File: config.mk
export PLATFORM = sky130hd
export DESIGN_NAME = tone_with_harmonic_and_fade
export DESIGN_NICKNAME = d
export VERILOG_FILES = /design/src/rtl/core/twhf_pkg.sv /design/src/rtl/core/twhf_sine.sv /design/src/rtl/core/twhf_mul.sv /design/src/rtl/core/tone_with_harmonic_and_fade.sv
export SDC_FILE = /design/constraint.sdc
export NUM_CORES = 2
export LEC_CHECK = 0
export BUFFER_PORTS_ARGS = -buffer_cell sky130_fd_sc_hd__buf_2
export CORE_ASPECT_RATIO = 0.7
export CORE_MARGIN = 8
export CORE_UTILIZATION = 53
export CTS_CLUSTER_SIZE = 20
export DETAILED_ROUTE_END_ITERATION = 12
export GPL_TIMING_DRIVEN = 1
export PLACE_DENSITY = 0.66
export SLEW_MARGIN = 20
export SYNTH_ARGS = -nofsm -noshare
export SYNTH_HDL_FRONTEND = slang
export SYNTH_SLANG_ARGS = --single-unit
File: constraint.sdc
create_clock -name clk_i -period 13.4 [get_ports clk_i]
set_clock_uncertainty 0.15 [all_clocks]
set_input_delay 2.68 -clock clk_i [delete_from_list [all_inputs] [get_ports clk_i]]
set_output_delay 2.68 -clock clk_i [all_outputs]
set_load 0.005 [all_outputs]
File: src/rtl/core/twhf_pkg.sv
// Shared types, constants and the quarter-wave table builder of the tone burst generator.
// No dependencies; every other file of the block imports this package.
package twhf_pkg;

  localparam int unsigned CFG_W   = 32;
  localparam int unsigned CFG_IDX_W = 2;
  localparam int unsigned STEP_W  = 32;
  localparam int unsigned TOTAL_W = 24;
  localparam int unsigned FADE_W  = 16;
  localparam int unsigned GAIN_W  = 17;
  localparam int unsigned SINE_W  = 17;
  localparam int unsigned SAMPLE_W = 16;

  localparam int unsigned MUL_A_W = 33;
  localparam int unsigned MUL_B_W = 18;
  localparam int unsigned MUL_P_W = MUL_A_W + MUL_B_W;

  typedef logic signed [MUL_A_W-1:0] mul_a_t;
  typedef logic signed [MUL_B_W-1:0] mul_b_t;
  typedef logic signed [MUL_P_W-1:0] mul_p_t;
  typedef logic signed [SINE_W-1:0]  sine_t;

  localparam logic [CFG_IDX_W-1:0] REG_PHASE_STEP = 2'd0;
  localparam logic [CFG_IDX_W-1:0] REG_TOTAL      = 2'd1;
  localparam logic [CFG_IDX_W-1:0] REG_FADE       = 2'd2;
  localparam logic [CFG_IDX_W-1:0] REG_GAIN       = 2'd3;

  localparam logic [STEP_W-1:0]  STEP_RESET  = 32'd85704562;
  localparam logic [TOTAL_W-1:0] TOTAL_RESET = 24'd8820;
  localparam logic [FADE_W-1:0]  FADE_RESET  = 16'd441;
  localparam logic [GAIN_W-1:0]  GAIN_RESET  = 17'd149;

  localparam mul_b_t W_FUND = 18'sd53740;
  localparam mul_b_t W_HARM = 18'sd11796;
  localparam mul_b_t AMP_07 = 18'sd45875;
  localparam logic [GAIN_W-1:0] ENV_ONE = 17'h10000;
  localparam logic [15:0] SINE_PEAK = 16'd32767;

  // Entry k of a quarter-wave table with 2^qbits entries, Q1.15, from a Q2.30 series.
  function automatic logic [15:0] sine_entry(input int unsigned k, input int unsigned qbits);
    logic [63:0] x;
    logic [63:0] x2;
    logic [63:0] t;
    logic [63:0] s;
    logic [63:0] r;
    x  = (64'(k) * 64'd1686629713) >> qbits;
    x2 = (x * x) >> 30;
    t  = 64'd1 << 30;
    t  = (64'd1 << 30) - ((x2 * t) >> 30) / 64'd110;
    t  = (64'd1 << 30) - ((x2 * t) >> 30) / 64'd72;
    t  = (64'd1 << 30) - ((x2 * t) >> 30) / 64'd42;
    t  = (64'd1 << 30) - ((x2 * t) >> 30) / 64'd20;
    t  = (64'd1 << 30) - ((x2 * t) >> 30) / 64'd6;
    s  = (x * t) >> 30;
    r  = (s * 64'd32767 + (64'd1 << 29)) >> 30;
    return r[15:0];
  endfunction

endpackage

File: src/rtl/core/twhf_sine.sv
// Full-wave sine lookup built on a constant quarter-wave table, with a registered result.
// Depends on twhf_pkg for the table builder and the sample types.
module twhf_sine #(
  parameter int unsigned PHASE_BITS = 32,
  parameter int unsigned QUARTER_TABLE_BITS = 8
) (
  input  logic                  clk_i,
  input  logic                  en_i,
  input  logic [PHASE_BITS-1:0] phase_i,
  input  logic                  harm_i,
  output twhf_pkg::sine_t       val_o
);
  import twhf_pkg::*;

  localparam int unsigned QSIZE = 1 << QUARTER_TABLE_BITS;

  logic [15:0]                   rom [QSIZE];
  logic [PHASE_BITS-1:0]         p;
  logic [1:0]                    quad;
  logic [QUARTER_TABLE_BITS-1:0] idx;
  logic [QUARTER_TABLE_BITS-1:0] idx_neg;
  logic [15:0]                   mag;
  sine_t                         val_d;
  sine_t                         val_q;

  for (genvar k = 0; k < QSIZE; k++) begin : g_rom
    assign rom[k] = sine_entry(k, QUARTER_TABLE_BITS);
  end

  assign p       = harm_i ? {phase_i[PHASE_BITS-2:0], 1'b0} : phase_i;
  assign quad    = p[PHASE_BITS-1 -: 2];
  assign idx     = p[PHASE_BITS-3 -: QUARTER_TABLE_BITS];
  assign idx_neg = ~idx + QUARTER_TABLE_BITS'(1);

  always_comb begin
    if (quad[0]) begin
      mag = (idx == '0) ? SINE_PEAK : rom[idx_neg];
    end else begin
      mag = rom[idx];
    end
    val_d = quad[1] ? -$signed({1'b0, mag}) : $signed({1'b0, mag});
  end

  always_ff @(posedge clk_i) begin
    if (en_i) begin
      val_q <= val_d;
    end
  end

  assign val_o = val_q;

endmodule

File: src/rtl/core/twhf_mul.sv
// Shared signed multiplier of the sample pipeline, with a registered product.
// Depends on twhf_pkg for the operand and product types.
module twhf_mul (
  input  logic             clk_i,
  input  logic             en_i,
  input  twhf_pkg::mul_a_t a_i,
  input  twhf_pkg::mul_b_t b_i,
  output twhf_pkg::mul_p_t prod_o
);
  import twhf_pkg::*;

  mul_p_t prod_q;

  always_ff @(posedge clk_i) begin
    if (en_i) begin
      prod_q <= MUL_P_W'(a_i) * MUL_P_W'(b_i);
    end
  end

  assign prod_o = prod_q;

endmodule

File: src/rtl/core/tone_with_harmonic_and_fade.sv
// Tone burst generator: a sequencer that drives the sine lookup and the shared multiplier.
// Depends on twhf_pkg, twhf_sine and twhf_mul.
//
// Each accepted beat produces the next sample of a sine tone with an added second
// harmonic, scaled by 0.7 and by a linear fade-in and fade-out envelope; a beat with
// restart high begins a new burst of total_samples samples, and the final sample carries
// last. A sample enters the output register in S_OUT, after states S_MENV, S_MF, S_MH,
// S_MIX, S_MAMP, S_ASCL and S_MENVF, in which five products pass in turn through the
// one shared multiplier; S_OUT waits while the output holds an untaken sample, and the
// input stays closed until then. A beat that yields no sample (no burst running, an empty
// burst, or a burst cut short by a smaller total_samples) leaves the input open. The user
// must write registers only while the block is idle; the block does not enforce this.
module tone_with_harmonic_and_fade #(
  parameter int unsigned PHASE_BITS = 32,
  parameter int unsigned QUARTER_TABLE_BITS = 8,
  parameter int unsigned INDEX_BITS = 24
) (
  input  logic                               clk_i,
  input  logic                               rst_ni,
  input  logic                               in_valid_i,
  output logic                               in_ready_o,
  input  logic                               restart_i,
  output logic                               out_valid_o,
  input  logic                               out_ready_i,
  output logic signed [twhf_pkg::SAMPLE_W-1:0] sample_o,
  output logic                               last_o,
  input  logic                               cfg_we_i,
  input  logic [twhf_pkg::CFG_IDX_W-1:0]     cfg_idx_i,
  input  logic [twhf_pkg::CFG_W-1:0]         cfg_wdata_i
);
  import twhf_pkg::*;

  localparam int unsigned CW = ((INDEX_BITS > TOTAL_W) ? INDEX_BITS : TOTAL_W) + 1;

  localparam logic [3:0] S_IDLE  = 4'd0;
  localparam logic [3:0] S_MENV  = 4'd1;
  localparam logic [3:0] S_MF    = 4'd2;
  localparam logic [3:0] S_MH    = 4'd3;
  localparam logic [3:0] S_MIX   = 4'd4;
  localparam logic [3:0] S_MAMP  = 4'd5;
  localparam logic [3:0] S_ASCL  = 4'd6;
  localparam logic [3:0] S_MENVF = 4'd7;
  localparam logic [3:0] S_OUT   = 4'd8;

  logic [3:0]            state_q, state_d;
  logic [STEP_W-1:0]     step_q;
  logic [TOTAL_W-1:0]    total_q;
  logic [FADE_W-1:0]     fade_q;
  logic [GAIN_W-1:0]     gain_q;
  logic [PHASE_BITS-1:0] phase_q, phase_d;
  logic [INDEX_BITS-1:0] idx_q, idx_d;
  logic                  run_q, run_d;
  logic                  full_q, full_d;
  logic [FADE_W-1:0]     n_q, n_d;
  logic [GAIN_W-1:0]     env_q, env_d;
  mul_a_t                acc_q, acc_d;
  logic                  out_valid_q, out_valid_d;
  logic signed [SAMPLE_W-1:0] sample_q, sample_d;
  logic                  last_q, last_d;

  logic                  accept;
  logic                  cur_run;
  logic [INDEX_BITS-1:0] cur_idx;
  logic [CW-1:0]         i_ext, tot_ext, fade_ext, diff, idx_next_ext;
  logic                  is_last;
  logic                  out_load;
  logic [GAIN_W-1:0]     env_sat;
  mul_p_t                rnd;
  logic                  sine_en, sine_harm;
  sine_t                 sine_val;
  logic                  mul_en;
  mul_a_t                mul_a;
  mul_b_t                mul_b;
  mul_p_t                prod;

  twhf_sine #(
    .PHASE_BITS        (PHASE_BITS),
    .QUARTER_TABLE_BITS(QUARTER_TABLE_BITS)
  ) u_sine (
    .clk_i  (clk_i),
    .en_i   (sine_en),
    .phase_i(phase_q),
    .harm_i (sine_harm),
    .val_o  (sine_val)
  );

  twhf_mul u_mul (
    .clk_i (clk_i),
    .en_i  (mul_en),
    .a_i   (mul_a),
    .b_i   (mul_b),
    .prod_o(prod)
  );

  assign in_ready_o  = (state_q == S_IDLE);
  assign accept      = in_valid_i && in_ready_o;
  assign out_valid_o = out_valid_q;
  assign sample_o    = sample_q;
  assign last_o      = last_q;

  assign cur_run      = restart_i || run_q;
  assign cur_idx      = restart_i ? '0 : idx_q;
  assign i_ext        = CW'(cur_idx);
  assign tot_ext      = CW'(total_q);
  assign fade_ext     = CW'(fade_q);
  assign diff         = tot_ext - i_ext;
  assign idx_next_ext = CW'(idx_q) + CW'(1);
  assign is_last      = (idx_next_ext == tot_ext);
  assign out_load     = !out_valid_q || out_ready_i;
  assign env_sat      = (prod > MUL_P_W'(ENV_ONE)) ? ENV_ONE : prod[GAIN_W-1:0];

  always_comb begin
    state_d     = state_q;
    phase_d     = phase_q;
    idx_d       = idx_q;
    run_d       = run_q;
    full_d      = full_q;
    n_d         = n_q;
    env_d       = env_q;
    acc_d       = acc_q;
    out_valid_d = out_valid_q;
    sample_d    = sample_q;
    last_d      = last_q;
    sine_en     = 1'b0;
    sine_harm   = 1'b0;
    mul_en      = 1'b0;
    mul_a       = '0;
    mul_b       = '0;
    rnd         = '0;

    if (out_valid_q && out_ready_i) begin
      out_valid_d = 1'b0;
    end

    unique case (state_q)
      S_IDLE: begin
        if (accept) begin
          if (restart_i) begin
            idx_d   = '0;
            phase_d = '0;
          end
          if (!cur_run || (i_ext >= tot_ext)) begin
            run_d = 1'b0;
          end else begin
            run_d   = 1'b1;
            full_d  = !(i_ext < fade_ext) && !((i_ext + fade_ext) > tot_ext);
            n_d     = (i_ext < fade_ext) ? i_ext[FADE_W-1:0] : diff[FADE_W-1:0];
            state_d = S_MENV;
          end
        end
      end
      S_MENV: begin
        mul_en  = 1'b1;
        mul_a   = MUL_A_W'(n_q);
        mul_b   = MUL_B_W'(gain_q);
        sine_en = 1'b1;
        state_d = S_MF;
      end
      S_MF: begin
        env_d     = full_q ? ENV_ONE : env_sat;
        mul_en    = 1'b1;
        mul_a     = MUL_A_W'(sine_val);
        mul_b     = W_FUND;
        sine_en   = 1'b1;
        sine_harm = 1'b1;
        state_d   = S_MH;
      end
      S_MH: begin
        acc_d   = $signed(prod[MUL_A_W-1:0]);
        mul_en  = 1'b1;
        mul_a   = MUL_A_W'(sine_val);
        mul_b   = W_HARM;
        state_d = S_MIX;
      end
      S_MIX: begin
        acc_d   = acc_q + $signed(prod[MUL_A_W-1:0]);
        state_d = S_MAMP;
      end
      S_MAMP: begin
        mul_en  = 1'b1;
        mul_a   = acc_q;
        mul_b   = AMP_07;
        state_d = S_ASCL;
      end
      S_ASCL: begin
        // Bias a negative product so that the shift truncates toward zero.
        rnd     = prod + (prod[MUL_P_W-1] ? MUL_P_W'(16'hFFFF) : '0);
        acc_d   = $signed(rnd[MUL_A_W+15:16]);
        state_d = S_MENVF;
      end
      S_MENVF: begin
        mul_en  = 1'b1;
        mul_a   = acc_q;
        mul_b   = $signed({1'b0, env_q});
        state_d = S_OUT;
      end
      S_OUT: begin
        if (out_load) begin
          rnd         = prod + (prod[MUL_P_W-1] ? MUL_P_W'(32'hFFFF_FFFF) : '0);
          sample_d    = $signed(rnd[SAMPLE_W+31:32]);
          last_d      = is_last;
          out_valid_d = 1'b1;
          idx_d       = idx_q + INDEX_BITS'(1);
          phase_d     = phase_q + PHASE_BITS'(step_q);
          if (is_last) begin
            run_d = 1'b0;
          end
          state_d = S_IDLE;
        end
      end
      default: begin
        state_d = S_IDLE;
      end
    endcase
  end

  always_ff @(posedge clk_i or negedge rst_ni) begin
    if (!rst_ni) begin
      state_q     <= S_IDLE;
      step_q      <= STEP_RESET;
      total_q     <= TOTAL_RESET;
      fade_q      <= FADE_RESET;
      gain_q      <= GAIN_RESET;
      phase_q     <= '0;
      idx_q       <= INDEX_BITS'(TOTAL_RESET);
      run_q       <= 1'b0;
      out_valid_q <= 1'b0;
    end else begin
      state_q     <= state_d;
      phase_q     <= phase_d;
      idx_q       <= idx_d;
      run_q       <= run_d;
      out_valid_q <= out_valid_d;
      if (cfg_we_i) begin
        unique case (cfg_idx_i)
          REG_PHASE_STEP: step_q  <= cfg_wdata_i[STEP_W-1:0];
          REG_TOTAL:      total_q <= cfg_wdata_i[TOTAL_W-1:0];
          REG_FADE:       fade_q  <= cfg_wdata_i[FADE_W-1:0];
          REG_GAIN:       gain_q  <= cfg_wdata_i[GAIN_W-1:0];
          default: begin
          end
        endcase
      end
    end
  end

  always_ff @(posedge clk_i) begin
    full_q   <= full_d;
    n_q      <= n_d;
    env_q    <= env_d;
    acc_q    <= acc_d;
    sample_q <= sample_d;
    last_q   <= last_d;
  end

  // The input is closed only by an accepted beat.
  a_ready_falls_on_beat: assert property (@(posedge clk_i) disable iff (!rst_ni)
    $fell(in_ready_o) |-> $past(in_valid_i && in_ready_o))
    else $error("input closed without an accepted beat");

  // The envelope used for the final product never exceeds unity.
  a_env_bounded: assert property (@(posedge clk_i) disable iff (!rst_ni)
    (state_q == S_MENVF) |-> (env_q <= ENV_ONE))
    else $error("envelope above unity");

  // A sample flagged as last ends the burst.
  a_last_stops_burst: assert property (@(posedge clk_i) disable iff (!rst_ni)
    (state_q == S_OUT && out_load && is_last) |=> !run_q)
    else $error("burst still running after its last sample");

  // Samples stay within the scaled full-scale range.
  a_sample_range: assert property (@(posedge clk_i) disable iff (!rst_ni)
    out_valid_o |-> (sample_o <= 16'sd22936) && (sample_o >= -16'sd22936))
    else $error("sample out of range");

endmodule

==> results.tsv <==
stage	metric	value	unit
outcome	outcome	completed	
critical_path	Setup Crit Path Kind	flip-flop to flip-flop	
clocking	TritonCTS clock tree	done	
synthesis	syn nets	7117	
timing	Relative slew margins	14.7	%
detailed_routing	DRC	0	
clocking	clock buffer count from CTS	34	
critical_path	reg-to-reg slack, setup	3.08	ns
critical_path	CP max stage cell	dfrtp_1	
timing	Fin. Hold Viols	0	
min_path	Hold EP	phase_q[12]	
min_path	Tightest Hold Check Type	flip-flop to flip-flop	
detailed_routing	Final Routed Wirelength	196	mm
clocking	setup bufs post-CTS	0	
timing	measured slew at the worst slew-check pin	1.27	ns
clocking	H-tree levels	2	
critical_path	R2R depth	28	
flow_run	Max Cap Viol	0	
timing	worst hold slack	0.336	ns
clocking	Max clock buf depth	3	
layout	nets	6933	
critical_path	reg2reg start	state_q[3]	
floorplanning	DIE AREA	106000	um2
detailed_routing	Final ANT Viol Nets	0	
synthesis	Primary FF master, synth	edfxtp_1	
critical_path	CP Launch Point	state_q[3]	
detailed_routing	vias per inst	6.54	
clocking	CTS Sinks	303	
synthesis	Post-Syn Area	50900	um2
detailed_routing	drt wl/cell	26.9	um
timing	final setup fails	0	
critical_path	startpoint types	flip-flop	
synthesis	Async SR Flop Fraction	49.8	%
timing	highest clock rate	96.9	MHz
global_route	GRT Resource Usage Total	36.5	%
critical_path	crit end category	flip-flop	
layout	footprint of the multi-input gates	38100	um2
global_route	number of global-route vias before repair	45000	
detailed_routing	TritonRoute pass-1 iters	10	
global_route	initial antenna violation count	10	
critical_path	CP Data Required Time	13.57	ns
global_route	global-route wire length before repair	296	mm
layout	layout cells sized above 1	7.83	%
timing	Final min period	10.32	ns
timing	final setup TNS	0	ns
floorplanning	# rows	95	
clocking	clock latency at the later pin of the worst-skew pair	0.58	ns
layout	FILL cells	8860	
synthesis	Ys Warns	0	
floorplanning	I/O pin cnt	59	
synthesis	Seq/Total Area, Yosys	16.5	%
floorplanning	die width	386	um
min_path	WHS Path Cells	2	
layout	Layout area overhead	4.79	%
critical_path	Arr. time, crit path	10.48	ns
clocking	post-cts sizing count	0	
detailed_routing	detailed-route via count	47600	
critical_path	most frequent CP cell	fa_1	
synthesis	Gate Count Post-Synth	6172	
synthesis	Syn Area/Cell	8.24	um2
floorplanning	core area	95600	um2
layout	Reg area	8400	um2
global_route	largest net degree at the start of global routing	84	
clocking	clock slew at reported path FFs	0.07	ns
detailed_routing	1st-iter DRT viols	6811	
min_path	HP Start	phase_q[12]	
timing	unrepaired setup endpoints after global routing	no	
synthesis	synthesis-stage register bit count	303	
critical_path	crit path max fanout	38	
critical_path	critical path's largest stage delay	0.71	ns
timing	Tcrit/Tclk final	77.0	%
synthesis	EDFF count, synth	152	
place	final estimated routing congestion in global placement	1.06	
global_route	GR Overflow Total	0	
timing	Pins Over Slew Limit	0	
place	DP HPWL	149	mm
clocking	Hold-fix buffers, CTS	0	
place	port buffer count	58	
floorplanning	initial core utilization	53.2	%
floorplanning	Die H	275	um
synthesis	Distinct cells, synth	111	
clocking	root buf cell	clkbuf_16	
critical_path	reg-to-reg endpoint	u_mul.prod_o[43]	
## logic make-up after synthesis
family,count (synthesis),synth area share [%]
and+or+nand+nor,1918,17.0
AOI/OAI and AO/OA,1444,19.0
buffers and inverters,1172,9.13
adders and majority gates,905,30.3
DFF,303,16.5
xor gates and xnor gates,249,4.29
muxes,181,3.90
## cells in the mapped netlist, types with 38 or more instances
| master | instances | share of area [%] |
|---|---|---|
| clkbuf_1 | 252 | 1.9 |
| nor3_1 | 108 | 1.1 |
| a31oi_1 | 58 | 0.71 |
| and3_1 | 55 | 0.68 |
| a21o_1 | 110 | 1.6 |
| mux2_2 | 101 | 2.2 |
| o31ai_1 | 41 | 0.60 |
| o21ai_0 | 331 | 3.3 |
| and2_1 | 50 | 0.61 |
| ha_1 | 361 | 8.9 |
| inv_1 | 777 | 5.7 |
| dfstp_2 | 39 | 2.0 |
| nand2b_1 | 63 | 0.77 |
| buf_2 | 66 | 0.65 |
| nor2_1 | 529 | 3.9 |
| buf_1 | 38 | 0.28 |
| nand2_1 | 760 | 5.6 |
| nand3_1 | 120 | 1.2 |
| fa_1 | 544 | 21 |
| nand4_1 | 45 | 0.55 |
| dfrtp_1 | 112 | 5.5 |
| o211ai_1 | 61 | 0.90 |
| nor4_1 | 41 | 0.50 |
| xor2_1 | 82 | 1.4 |
| a21oi_1 | 338 | 3.3 |
| xnor2_1 | 167 | 2.9 |
| nor2b_1 | 52 | 0.64 |
| mux2i_1 | 75 | 1.5 |
| edfxtp_1 | 152 | 9.0 |
| a211oi_1 | 75 | 1.1 |
## stage by stage
stage          setup WS, ns  cell area, um2  util (%)  std cells
2_1_floorplan          4.58           50900         -       6172
3_3_place_gp           3.33           52100      54.5       7213
3_5_place_dp           3.37           52100      54.5       7213
4_1_cts                3.34           53300      55.8       7275
5_1_grt                2.67           53300      55.8       7275
6_report               3.08           53300      55.8       7276
## how the worst max path moves through the flow
stage / slack [ns] / end
6_report: 3.08 / u_mul.prod_o[43]
5_1_grt: 2.67 / u_mul.prod_o[47]
4_1_cts: 3.34 / u_mul.prod_o[43]
3_5_place_dp: 3.37 / u_mul.prod_o[43]
3_3_place_gp: 3.33 / u_mul.prod_o[43]
2_1_floorplan: 4.58 / u_mul.prod_o[43]
## critical path: cells and delay by family, from the launching register on
kind            cells  cell delay [ns]
xor+xnor            1             0.08
simple gates        8             2.26
flops               1             0.71
fa+ha+maj           7             3.42
buf+inv             5             0.83
compound gates      7             2.57
## area by class of cell
| cell class | count | share of cell area (%) |
|---|---|---|
| well taps | 1261 | 2.96 |
| multi-input cells | 4697 | 71.4 |
| diodes | 1 | 0.00469 |
| flip-flops and latches | 303 | 15.7 |
| repair buffers | 163 | 2.03 |
| clock buffers | 40 | 1.73 |
| inverters | 789 | 5.58 |
| clock inverters | 22 | 0.504 |
## cell usage in the layout, fill, tap and decap left out, drive strengths merged, types with 101 or more instances in the layout
master	count
nand3	120
xnor2	167
a21oi	339
nand2	761
ha	361
edfxtp	152
o21ai	336
nor2	530
fa	544
inv	787
mux2	101
nor3	108
dfrtp	112
buf	163
a21o	110
## metal layers
| metal | GRT usage, % | share of wire (%) | vias up |
|---|---|---|---|
| li1 | - | - | 20700 |
| met1 | 55.4 | 44 | 23300 |
| met2 | 47.6 | 38 | 3145 |
| met3 | 14.7 | 15 | 407 |
| met4 | 8.58 | 2.9 | 18 |
| met5 | 0.139 | 0.062 | - |
## sequential cells by signal, indices dropped and copies added (netlist names), 4 cells and up
register / cells
gain_q: 17
fade_q: 16
u_mul.prod_o: 51
phase_q: 32
idx_q: 24
state_q: 4
env_q: 17
total_q: 24
step_q: 32
sample_o: 16
n_q: 16
acc_q: 33
u_sine.val_o: 17
Power is not shown: default switching activity piles up to over one toggle a cycle in this logic, so the estimate is an artifact.
